<file path="src/gkb_pkg.sv">
`default_nettype none
package gkb_pkg;

	localparam int BEN_W     = 16;
	localparam int WGT_W     = 16;
	localparam int RAT_W     = 16;
	localparam int CAP_W     = 22;
	localparam int TOT_W     = 21;
	localparam int OIDX_W    = 6;
	localparam int S_TDATA_W = 32;
	localparam int M_TDATA_W = 56;
	localparam int DIV_STEPS = 16;

	typedef struct packed {
		logic [BEN_W-1:0] benefit;
		logic [WGT_W-1:0] weight;
		logic [RAT_W-1:0] ratio;
	} entry_t;

endpackage
`default_nettype wire

</file>
<file path="src/gkb_div.sv">
`default_nettype none
module gkb_div (
	input  wire                           clk,
	input  wire                           arst_n,
	input  wire                           start,
	input  wire  [gkb_pkg::BEN_W-1:0]     dividend,
	input  wire  [gkb_pkg::WGT_W-1:0]     divisor,
	output logic                          done,
	output logic [gkb_pkg::RAT_W-1:0]     quotient
);
	import gkb_pkg::*;

	localparam int STEP_W = $clog2(DIV_STEPS + 1);

	logic              busy_q;
	logic              done_q;
	logic [STEP_W-1:0] step_q;
	logic [RAT_W-1:0]  quo_q;
	logic [WGT_W-1:0]  rem_q;
	logic [WGT_W-1:0]  dvs_q;
	logic [WGT_W:0]    rem_shift;
	logic              ge;

	assign rem_shift = {rem_q, quo_q[RAT_W-1]};
	assign ge        = rem_shift >= {1'b0, dvs_q};
	assign done      = done_q;
	assign quotient  = quo_q;

	always_ff @(posedge clk or negedge arst_n) begin
		if (!arst_n) begin
			busy_q <= 1'b0;
			done_q <= 1'b0;
			step_q <= '0;
			quo_q  <= '0;
			rem_q  <= '0;
			dvs_q  <= '0;
		end else begin
			done_q <= 1'b0;
			if (start) begin
				busy_q <= 1'b1;
				step_q <= STEP_W'(DIV_STEPS);
				quo_q  <= dividend;
				rem_q  <= '0;
				dvs_q  <= divisor;
			end else if (busy_q) begin
				rem_q  <= ge ? WGT_W'(rem_shift - {1'b0, dvs_q}) : rem_shift[WGT_W-1:0];
				quo_q  <= {quo_q[RAT_W-2:0], ge};
				step_q <= step_q - 1'b1;
				if (step_q == STEP_W'(1)) begin
					busy_q <= 1'b0;
					done_q <= 1'b1;
				end
			end
		end
	end

endmodule
`default_nettype wire

</file>
<file path="src/gkb_mem.sv">
`default_nettype none
module gkb_mem #(
	parameter int DEPTH = 32,
	parameter int AW    = 5
) (
	input  wire                   clk,
	input  wire                   we,
	input  wire  [AW-1:0]         waddr,
	input  wire gkb_pkg::entry_t  wdata,
	input  wire                   re,
	input  wire  [AW-1:0]         raddr,
	output gkb_pkg::entry_t       rdata
);
	import gkb_pkg::*;

	entry_t mem [DEPTH];

	always_ff @(posedge clk) begin
		if (we) begin
			mem[waddr] <= wdata;
		end
		if (re) begin
			rdata <= mem[raddr];
		end
	end

endmodule
`default_nettype wire

</file>
<file path="src/greedy_knapsack_best_of_two.sv">
// Load: one item at a time (accept, 16 quotient steps of the ratio divider, write).
// Selection: each greedy scan reads the item memory once per stored item; a pass takes
// up to N + 1 scans; two passes plus a summing scan follow the last item if cap > 0.
// Results: one per cycle while the sink is ready; the next set loads behind the last one.
// Reset: arst_n clears capacity, item count, marks and all control; memory stays as is.
`default_nettype none
module greedy_knapsack_best_of_two #(
	parameter int MAX_ITEMS = 32
) (
	input  wire                              clk,
	input  wire                              arst_n,
	input  wire                              cfg_we,
	input  wire  [gkb_pkg::CAP_W-1:0]        cfg_data,
	input  wire                              s_axis_tvalid,
	output logic                             s_axis_tready,
	input  wire  [gkb_pkg::S_TDATA_W-1:0]    s_axis_tdata,  // benefit[15:0], weight[31:16]
	input  wire                              s_axis_tlast,
	output logic                             m_axis_tvalid,
	input  wire                              m_axis_tready,
	// item_index[5:0], selected[6], total_benefit[27:7], total_weight[48:28], zero pad
	output logic [gkb_pkg::M_TDATA_W-1:0]    m_axis_tdata,
	output logic                             m_axis_tlast,
	output logic                             m_axis_tuser   // empty_result
);
	import gkb_pkg::*;

	localparam int IDX_W = (MAX_ITEMS > 1) ? $clog2(MAX_ITEMS) : 1;
	localparam int CNT_W = $clog2(MAX_ITEMS + 1);
	localparam int SUM_W = BEN_W + CNT_W;

	typedef enum logic [2:0] {
		ST_LOAD,
		ST_DIV,
		ST_START,
		ST_SCAN,
		ST_SUM,
		ST_OUT
	} state_t;

	state_t               state_q;
	logic [CAP_W-1:0]     cap_q;
	logic [CNT_W-1:0]     cnt_q;
	logic                 last_q;
	logic [BEN_W-1:0]     ben_q;
	logic [WGT_W-1:0]     wgt_q;
	logic [CNT_W-1:0]     addr_q;
	logic                 v_s1;
	logic [IDX_W-1:0]     idx_s1;
	logic                 pass_q;
	logic [CAP_W-1:0]     rw_q;
	logic                 found_q;
	logic [RAT_W-1:0]     best_q;
	logic [IDX_W-1:0]     pick_q;
	logic [WGT_W-1:0]     pick_w_q;
	logic [MAX_ITEMS-1:0] mark_b_q;
	logic [MAX_ITEMS-1:0] mark_r_q;
	logic [SUM_W-1:0]     sb1_q;
	logic [SUM_W-1:0]     sw1_q;
	logic [SUM_W-1:0]     sb2_q;
	logic [SUM_W-1:0]     sw2_q;
	logic                 win_r_q;
	logic                 empty_q;
	logic [TOT_W-1:0]     tot_b_q;
	logic [TOT_W-1:0]     tot_w_q;
	logic [CNT_W-1:0]     oidx_q;
	logic                 m_valid_q;
	logic [OIDX_W-1:0]    m_idx_q;
	logic                 m_sel_q;
	logic [TOT_W-1:0]     m_tb_q;
	logic [TOT_W-1:0]     m_tw_q;
	logic                 m_last_q;
	logic                 m_empty_q;

	logic                 in_acc;
	logic                 has_room;
	logic                 div_start;
	logic                 div_done;
	logic [RAT_W-1:0]     div_quo;
	entry_t               wr_entry;
	entry_t               rd_entry;
	logic                 rd_en;
	logic [RAT_W-1:0]     key;
	logic                 mark_cur;
	logic                 fits;
	logic                 take;
	logic                 scan_done;
	logic                 out_free;
	logic [CNT_W-1:0]     oidx_nx;

	assign s_axis_tready = (state_q == ST_LOAD);
	assign in_acc        = s_axis_tvalid && s_axis_tready;
	assign has_room      = cnt_q < CNT_W'(MAX_ITEMS);
	assign div_start     = in_acc && has_room;

	assign wr_entry.benefit = ben_q;
	assign wr_entry.weight  = wgt_q;
	assign wr_entry.ratio   = div_quo;

	assign rd_en     = ((state_q == ST_SCAN) || (state_q == ST_SUM)) && (addr_q < cnt_q);
	assign key       = pass_q ? rd_entry.ratio : rd_entry.benefit;
	assign mark_cur  = pass_q ? mark_r_q[idx_s1] : mark_b_q[idx_s1];
	assign fits      = ({1'b0, rw_q} + (CAP_W+1)'(rd_entry.weight)) <= {1'b0, cap_q};
	assign take      = v_s1 && !mark_cur && (!found_q || key > best_q) && fits;
	assign scan_done = !v_s1 && (addr_q == cnt_q);
	assign out_free  = !m_valid_q || m_axis_tready;
	assign oidx_nx   = CNT_W'(oidx_q + 1'b1);

	assign m_axis_tvalid = m_valid_q;
	assign m_axis_tdata  = {7'b0, m_tw_q, m_tb_q, m_sel_q, m_idx_q};
	assign m_axis_tlast  = m_last_q;
	assign m_axis_tuser  = m_empty_q;

	gkb_div u_div (
		.clk      (clk),
		.arst_n   (arst_n),
		.start    (div_start),
		.dividend (s_axis_tdata[BEN_W-1:0]),
		.divisor  (s_axis_tdata[BEN_W +: WGT_W]),
		.done     (div_done),
		.quotient (div_quo)
	);

	gkb_mem #(
		.DEPTH (MAX_ITEMS),
		.AW    (IDX_W)
	) u_mem (
		.clk   (clk),
		.we    (div_done),
		.waddr (cnt_q[IDX_W-1:0]),
		.wdata (wr_entry),
		.re    (rd_en),
		.raddr (addr_q[IDX_W-1:0]),
		.rdata (rd_entry)
	);

	always_ff @(posedge clk or negedge arst_n) begin
		if (!arst_n) begin
			state_q   <= ST_LOAD;
			cap_q     <= '0;
			cnt_q     <= '0;
			last_q    <= 1'b0;
			ben_q     <= '0;
			wgt_q     <= '0;
			addr_q    <= '0;
			v_s1      <= 1'b0;
			idx_s1    <= '0;
			pass_q    <= 1'b0;
			rw_q      <= '0;
			found_q   <= 1'b0;
			best_q    <= '0;
			pick_q    <= '0;
			pick_w_q  <= '0;
			mark_b_q  <= '0;
			mark_r_q  <= '0;
			sb1_q     <= '0;
			sw1_q     <= '0;
			sb2_q     <= '0;
			sw2_q     <= '0;
			win_r_q   <= 1'b0;
			empty_q   <= 1'b0;
			tot_b_q   <= '0;
			tot_w_q   <= '0;
			oidx_q    <= '0;
			m_valid_q <= 1'b0;
			m_idx_q   <= '0;
			m_sel_q   <= 1'b0;
			m_tb_q    <= '0;
			m_tw_q    <= '0;
			m_last_q  <= 1'b0;
			m_empty_q <= 1'b0;
		end else begin
			if (cfg_we) begin
				cap_q <= cfg_data;
			end
			if (m_axis_tready && (state_q != ST_OUT)) begin
				m_valid_q <= 1'b0;
			end
			unique case (state_q)
				ST_LOAD: begin
					if (in_acc) begin
						last_q <= s_axis_tlast;
						ben_q  <= s_axis_tdata[BEN_W-1:0];
						wgt_q  <= s_axis_tdata[BEN_W +: WGT_W];
						if (has_room) begin
							state_q <= ST_DIV;
						end else if (s_axis_tlast) begin
							state_q <= ST_START;
						end
					end
				end
				ST_DIV: begin
					if (div_done) begin
						cnt_q   <= CNT_W'(cnt_q + 1'b1);
						state_q <= last_q ? ST_START : ST_LOAD;
					end
				end
				ST_START: begin
					empty_q <= (cap_q == '0);
					oidx_q  <= '0;
					addr_q  <= '0;
					v_s1    <= 1'b0;
					found_q <= 1'b0;
					pass_q  <= 1'b0;
					rw_q    <= '0;
					tot_b_q <= '0;
					tot_w_q <= '0;
					state_q <= (cap_q == '0) ? ST_OUT : ST_SCAN;
				end
				ST_SCAN: begin
					v_s1   <= rd_en;
					idx_s1 <= addr_q[IDX_W-1:0];
					if (rd_en) begin
						addr_q <= CNT_W'(addr_q + 1'b1);
					end
					if (take) begin
						found_q  <= 1'b1;
						best_q   <= key;
						pick_q   <= idx_s1;
						pick_w_q <= rd_entry.weight;
					end
					if (scan_done) begin
						addr_q  <= '0;
						found_q <= 1'b0;
						if (found_q) begin
							if (pass_q) begin
								mark_r_q[pick_q] <= 1'b1;
							end else begin
								mark_b_q[pick_q] <= 1'b1;
							end
							rw_q <= CAP_W'(rw_q + pick_w_q);
						end else if (!pass_q) begin
							pass_q <= 1'b1;
							rw_q   <= '0;
						end else begin
							sb1_q   <= '0;
							sw1_q   <= '0;
							sb2_q   <= '0;
							sw2_q   <= '0;
							state_q <= ST_SUM;
						end
					end
				end
				ST_SUM: begin
					v_s1   <= rd_en;
					idx_s1 <= addr_q[IDX_W-1:0];
					if (rd_en) begin
						addr_q <= CNT_W'(addr_q + 1'b1);
					end
					if (v_s1 && mark_b_q[idx_s1]) begin
						sb1_q <= SUM_W'(sb1_q + rd_entry.benefit);
						sw1_q <= SUM_W'(sw1_q + rd_entry.weight);
					end
					if (v_s1 && mark_r_q[idx_s1]) begin
						sb2_q <= SUM_W'(sb2_q + rd_entry.benefit);
						sw2_q <= SUM_W'(sw2_q + rd_entry.weight);
					end
					if (scan_done) begin
						win_r_q <= !(sb1_q > sb2_q);
						tot_b_q <= (sb1_q > sb2_q) ? TOT_W'(sb1_q) : TOT_W'(sb2_q);
						tot_w_q <= (sb1_q > sb2_q) ? TOT_W'(sw1_q) : TOT_W'(sw2_q);
						state_q <= ST_OUT;
					end
				end
				ST_OUT: begin
					if (out_free) begin
						m_valid_q <= 1'b1;
						m_idx_q   <= OIDX_W'(oidx_nx);
						m_sel_q   <= !empty_q && (win_r_q ? mark_r_q[oidx_q[IDX_W-1:0]]
						                                  : mark_b_q[oidx_q[IDX_W-1:0]]);
						m_tb_q    <= tot_b_q;
						m_tw_q    <= tot_w_q;
						m_last_q  <= (oidx_nx == cnt_q);
						m_empty_q <= empty_q;
						oidx_q    <= oidx_nx;
						if (oidx_nx == cnt_q) begin
							mark_b_q <= '0;
							mark_r_q <= '0;
							cnt_q    <= '0;
							rw_q     <= '0;
							state_q  <= ST_LOAD;
						end
					end
				end
				default: begin
					state_q <= ST_LOAD;
				end
			endcase
		end
	end

endmodule
`default_nettype wire

</file>
<file path="config.mk">
export PLATFORM = sky130hd
export DESIGN_NAME = greedy_knapsack_best_of_two
export DESIGN_NICKNAME = d
export VERILOG_FILES = /design/src/gkb_pkg.sv /design/src/gkb_div.sv /design/src/gkb_mem.sv /design/src/greedy_knapsack_best_of_two.sv
export SDC_FILE = /design/constraint.sdc
export NUM_CORES = 2
export LEC_CHECK = 0
export BUFFER_PORTS_ARGS = -buffer_cell sky130_fd_sc_hd__buf_2
export CELL_PAD_IN_SITES_DETAIL_PLACEMENT = 0
export CELL_PAD_IN_SITES_GLOBAL_PLACEMENT = 1
export CORE_AREA = 4 4 424 426
export CTS_CLUSTER_SIZE = 16
export DETAILED_ROUTE_END_ITERATION = 8
export DIE_AREA = 0 0 428 430
export PLACE_DENSITY = 0.81
export SLEW_MARGIN = 10
export SYNTH_ARGS = -nofsm -noshare
export SYNTH_HDL_FRONTEND = slang
export SYNTH_SLANG_ARGS = --single-unit
</file>
<file path="constraint.sdc">
create_clock -name clk -period 6.4 [get_ports clk]
set_input_delay 0.32 -clock clk [delete_from_list [all_inputs] [get_ports clk]]
set_output_delay 0.32 -clock clk [all_outputs]
set_load 0.01 [all_outputs]
</file>
# Yosys cells after proc, flatten, opt, wreduce, memory -nomap -nowiden
# Memory sizes are Yosys's and may differ from the RTL's. A register that Yosys moved wholly into a read port is not among the register bits.
# Index checks and enable logic that the tools add are counted.
[word_totals]
ff_bits = 446
inputBits = 60
wordCells = 229
mem_bits_rw = 1536
n_memories = 1
output_inout_bits = 60
[memory_table]
columns = ["name", "words", "word_bits", "rd", "rd_clocked_by_memory_dff", "wr", "line", "text"]
rows = [
  ["u_mem.mem", 32, 48, 1, 1, 1, "gkb_mem.sv:16", "entry_t mem [DEPTH];"],
]
[op_classes]
muxes = 93
eq_ne = 24
add_sub_neg = 11
bitwise_logic = 2
reduce_logical = 49
n_lt_le_gt_ge = 10
[ops]
columns = ["op", "n"]
rows = [
  ["$mux 22", 12],
  ["$mux 32", 8],
  ["$pmux 22 s2", 4],
  ["$pmux 32 s2", 2],
  ["$add 22x16->22", 5],
  ["$mux 16", 6],
  ["$mux 21", 4],
  ["$pmux 21 s2", 2],
  ["$pmux 22 s3", 1],
  ["$or 32x32->32", 2],
  ["$mux 6", 6],
  ["$mux 3", 11],
  ["$pmux 6 s2", 2],
  ["$add 22x16->23", 1],
  ["$le 23x22->1", 1],
  ["$gt 22x22->1", 1],
  ["$logic_not 22->1", 1],
  ["$mux 1", 22],
  ["$bmux 1 s5", 4],
  ["$add 6x1->6 const B", 3],
  ["$lt 5x6->1 const B", 3],
  ["$pmux 3 s6", 1],
  ["$pmux 6 s3", 1],
  ["$ge 17x16->1", 1],
  ["32 further kinds", 85],
]

# Depth between registers and ports, before layout
[logic_depth]
word_depth = 10
mapped_depth = 22

# Modules after synthesis
# A second synthesis with hierarchy kept.
[unflattened]
hier_cells = 6107
area_unflattened_um2 = 87664.1
[by_module_without_submodules]
columns = ["mod", "cells_per_inst", "seq_area_each_um2", "area_per_inst_um2", "instances"]
rows = [
  ["gkb_mem", 3364, 47565.6, 61216.2, 1],
  ["greedy_knapsack_best_of_two", 2391, 9734.3, 23133.4, 1],
  ["gkb_div", 352, 1376.3, 3314.4, 1],
]

# Worst setup path before layout
# OpenSTA, ideal clock, no wires.
[synth_path]
path_kind = "register to register"
from = "register addr_q[0]"
to = "register addr_q[4]"
synth_period_minus_slack_ns = 6.499
path_stages_with_launch = 13
path_buffers = 3
required_ns = 6.262
setup_ns = 0.138
arrival_ns = 6.360
path_slack_ns = -0.099
path_cell_list = "dfrtp_1 -> clkbuf_1 -> buf_1 -> buf_1 -> inv_1 -> ha_1 -> inv_1 -> a21oi_1 -> o21ai_0 -> a211oi_1 -> nand4_1 -> xor2_1 -> nor2_1"
[synth_via]
elab_chain_len = 5
elab_cells_between_ends = 8
cone_classes = "1 x add/sub; 1 x order compare; 1 x eq/ne; 3 x mux; 2 x reduce/logical"
[synth_rtl]
columns = ["element", "line", "text"]
rows = [
  ["start: declaration", "greedy_knapsack_best_of_two.sv:46", "logic [CNT_W-1:0] addr_q;"],
  ["start signal: assignment", "greedy_knapsack_best_of_two.sv:213", "addr_q <= CNT_W'(addr_q + 1'b1);"],
  ["start signal: assignment", "greedy_knapsack_best_of_two.sv:247", "addr_q <= CNT_W'(addr_q + 1'b1);"],
  ["$lt 6x6->1 (*)", "greedy_knapsack_best_of_two.sv:99", "assign rd_en = ((state_q == ST_SCAN) || (state_q == ST_SUM)) && (addr_q < cnt_q);"],
  ["$logic_and 1x1->1 (*)", "greedy_knapsack_best_of_two.sv:99", ""],
  ["via rd_en", "greedy_knapsack_best_of_two.sv:81", "logic rd_en;"],
  ["$mux 6 (*)", "greedy_knapsack_best_of_two.sv:212, greedy_knapsack_best_of_two.sv:246", ""],
  ["$mux 6", "greedy_knapsack_best_of_two.sv:221", "if (scan_done) begin"],
  ["$pmux 6 s3 (*)", "greedy_knapsack_best_of_two.sv:178", "unique case (state_q)"],
]
# The timed path passes the listed nets; every way through them passes the cells marked *.
# A chain may end at the register's enable or synchronous reset.

# Final worst setup path
[layout_path]
from = "register, netlist name u_mem.rdata[17]"
to = "register pick_q[3]"
[layout_via]
elab_chain_len = 4
[layout_rtl]
columns = ["element", "line", "text"]
rows = [
  ["$add 22x16->23", "greedy_knapsack_best_of_two.sv:102", "assign fits = ({1'b0, rw_q} + (CAP_W+1)'(rd_entry.weight)) <= {1'b0, cap_q};"],
  ["$le 23x22->1", "greedy_knapsack_best_of_two.sv:102", ""],
  ["$logic_and 1x1->1", "greedy_knapsack_best_of_two.sv:103", "assign take = v_s1 && !mark_cur && (!found_q || key > best_q) && fits;"],
  ["$reduce_and 2->1 (no line)", "n/a", ""],
  ["end signal: assignment", "greedy_knapsack_best_of_two.sv:218", "pick_q <= idx_s1;"],
  ["end: declaration", "greedy_knapsack_best_of_two.sv:53", "logic [IDX_W-1:0] pick_q;"],
]
# No other way between the ends.

==> metrics.md <==
| Metric | Value |
|---|---|
| Outcome | `finished clean` |
| Routed len/inst | `28.1 um` |
| Vias | `47,700` |
| CTS tree | `yes` |
| Ports | `120` |
| Setup CP Type | `reg -> reg` |
| Resized cells post-CTS | `0` |
| CP max-delay cell | `edfxtp_1` |
| Antenna violations before repair | `8` |
| Area of the mapped netlist | `85,800 sq um` |
| Starting density of the core | `0.488` |
| Crit path largest cell delay | `0.54 ns` |
| Psw | `10.2 mW` |
| Critical path arrival | `6.23 ns` |
| FF-to-FF path depth | `18` |
| Maximum fanout along the worst path | `38` |
| Core Area | `176,000 sq um` |
| Share of layout cells above drive strength 1 | `0.222` |
| Max_cap viols | `0` |
| Synth warn | `0` |
| Final wirelength | `216 mm` |
| Switching power share of the total | `0.288` |
| Period minus WS final | `5.55 ns` |
| Final setup viols | `0` |
| Skew final | `0.0611 ns` |
| Hold Crit Class | `in -> reg` |
| Largest net degree at the start of global routing | `163` |
| Hold Path Cell Cnt | `3` |
| Worst path cell trace | `ha_1 -> a21o_1 -> a21oi_1 -> o21bai_1 -> o311ai_0 -> a41oi_1 -> a21boi_0 -> o21ai_0 -> xor2_1 -> ha_1 -> nand4_1 -> nor4_1 -> a21oi_1 -> o31a_1 -> a211oi_1 -> o311a_2 -> buf_4 -> mux2_1` |
| Period Utilization, post-route | `0.867` |
| Register area share after synthesis | `0.684` |
| Clock share of power | `0.324` |
| Largest area contributor in the netlist | `edfxtp_1` |
| Pre-antenna DRT Iters | `8` |
| CTS Buffer Depth | `3` |
| Slew @ Worst Pin | `1.30 ns` |
| Cell Rows | `154` |
| GRT overflow | `0` |
| Top delay family on crit path | `compound AO/OA/AOI/OAI gates` |
| Commonest non-fill, non-tap cell in the layout | `edfxtp_1` |
| GRT Util Overall | `0.234` |
| Clk Latency, worst-skew pair | `0.85 ns` |
| First-pass GRT wire length | `322 mm` |
| Pins Over Slew Limit | `0` |
| DR iter-0 viols | `5,821` |
| Final setup margin | `0.850 ns` |
| CP Data Required Time | `7.08 ns` |
| DRC | `0` |
| H-tree levels | `4` |
| Maximum clock rate | `180 MHz` |
| Nets@finish | `5,417` |
| Main synth FF type | `edfxtp_1` |
| Post-synth EDFFs | `1,584` |
| Final non-filler cell area | `96,500 sq um` |
| Max_slew headroom | `0.133` |
| Pwr Density | `368 nW/um^2` |
| Vias in the first global route | `47,700` |
| Combinational power share | `0.191` |
| Synthesized area per cell | `17.3 sq um` |
| Routability cong. | `0.849` |
| #FFs+latches synth | `2,028` |
| Maximum VDD drop | `0.000333 V` |
| WP depth | `18` |
| Startpoint types | `flip-flop` |
| Die height | `430 um` |
| Area of the die | `184,000 sq um` |
| Setup TNS | `0 ns` |
| Hold Fails Final Rpt | `0` |
| Yosys cell types | `79` |
| CTS Buf Count | `195` |
| Hold slack | `0.0460 ns` |
| Crit. End Element | `flip-flop` |
| Top-area cell type share of the netlist area | `0.555` |
| Lkg Pwr | `34.7 nW` |
| Pint | `25.3 mW` |
| # clock sinks | `2,028` |
| Routed Antenna Nets | `0` |
| Post-synthesis cell count | `4,955` |
| Area contributors post-synth | `edfxtp_1 (55%), mux4_2 (14%), dfrtp_1 (13%), ha_1 (2.7%), nand2_1 (1.6%)` |
| Commonest cells after routing, fill and taps aside | `edfxtp_1 (1,584), mux4_2 (521), dfrtp_1 (438), nand2_1 (360), clkbuf_16 (196)` |
| RSZ-0062 raised after global routing | `no` |
| Place WS | `0.919 ns` |
| Area Growth Syn to Fin | `12.4%` |
| Drt via density | `6.21` |
| DP Area | `89,300 sq um` |
| Worst Path Buf+Inv | `1` |
| Clk pin slew, worst setup/hold paths | `0.06 ns` |
| Post-detail-place hpwl | `117 mm` |
| Async set-reset flop share out of synthesis | `0.219` |
| PortBufs | `112` |
| Post-layout total power | `35.5 mW` |
| Root buffer cell | `clkbuf_16` |
| Die X | `428 um` |
| Flop pwr share | `0.485` |
layer usage:
layer,vias up,global-route usage,part of all wire
met2,2321,0.376,0.48
met1,24800,0.324,0.39
met5,-,0,0.00013
met4,4,0.0728,0.032
met3,405,0.0477,0.091
li1,20100,-,-
power by group through the flow:
stage	sequential [mW]	clock, mW	combinational [mW]
finish	17.2	11.5	6.78
global route	17.4	12.3	7.39
CTS	17.2	11.7	6.83
detailed placement	17.5	0	6.72
global placement	17.4	0	6.66
floorplan	16.7	0	5.21
state kept, by name (all words and copies together), names as in the netlist, 21 cells and up:
| register | flops |
|---|---|
| sw1_q | 21 |
| sw2_q | 21 |
| rw_q | 22 |
| cap_q | 22 |
| sb1_q | 22 |
| mark_b_q | 32 |
| tot_b_q | 21 |
| m_tw_q | 21 |
| sb2_q | 22 |
| u_mem.mem | 1536 |
| tot_w_q | 21 |
| m_tb_q | 21 |
| u_mem.rdata | 48 |
| mark_r_q | 32 |
synth_stat cells, types with 51 or more instances:
cell type,n
dfrtp_1,444
xnor2_1,68
edfxtp_1,1584
o21ai_0,174
xor2_1,51
a21oi_1,108
nand3_1,133
nor2_1,157
nand2_1,361
buf_1,53
nand4_1,65
mux2_2,107
clkbuf_1,176
mux4_2,521
ha_1,186
inv_1,129
worst reg2reg max path, cell delays in order, from the launching register on:
cell and delay [ns]:
edfxtp_1 0.54, ha_1 0.34, a21o_1 0.19, a21oi_1 0.25, o21bai_1 0.17, o311ai_0 0.40
a41oi_1 0.29, a21boi_0 0.51, o21ai_0 0.22, xor2_1 0.19, ha_1 0.31, nand4_1 0.13
nor4_1 0.29, a21oi_1 0.13, o31a_1 0.11, a211oi_1 0.22, o311a_2 0.21, buf_4 0.48
mux2_1 0.44
cell families (layout without fill, tap and decap cells):
family,Yosys count,count (layout),synth area share
AO/OA/AOI/OAI,617,617,0.0473
XOR/XNOR,122,122,0.0129
adder cells (fa/ha/maj),193,193,0.0288
buffers and inverters,389,757,0.0181
flip-flops,2028,2028,0.684
multiplexers,701,701,0.160
other,1,9,0.0000437
AND/OR/NAND/NOR,904,904,0.0489
stage by stage:
stage | util | instances
after floorplan | - | 4961
after global placement | 0.508 | 7243
after detailed placement | 0.508 | 7243
after CTS | 0.549 | 7669
after global routing | 0.549 | 7669
final | 0.549 | 7671
final timing paths:
kind / from / endpoint / slack (ns)
max: u_mem.rdata[17] / pick_q[3] / 0.85
min: cfg_we / cap_q[4] / 0.05
max reg2reg: u_mem.rdata[17] / pick_q[3] / 0.85
min reg2reg: m_tw_q[19] / m_tw_q[19] / 0.46
max in group asynchronous: arst_n / u_div.busy_q / 4.79
min in group asynchronous: arst_n / tot_b_q[9] / 0.13
timing repair:
action                                 CTS  global route
endpoints found under the hold margin  159             0
hold buffers                            64             0
setup buffers                            0             0
final cells by class:
class                   instances  area (sq um)
inverters                     130           488
well taps                    2340          2930
clock inverters               105          1160
repair buffers                265          1970
multi-input cells            2544         25900
clock buffers                 257          5300
diodes                          2          5.00
fillers                     13400         79300
flip-flops and latches       2028         58700
(Power assumes the default switching activity.)
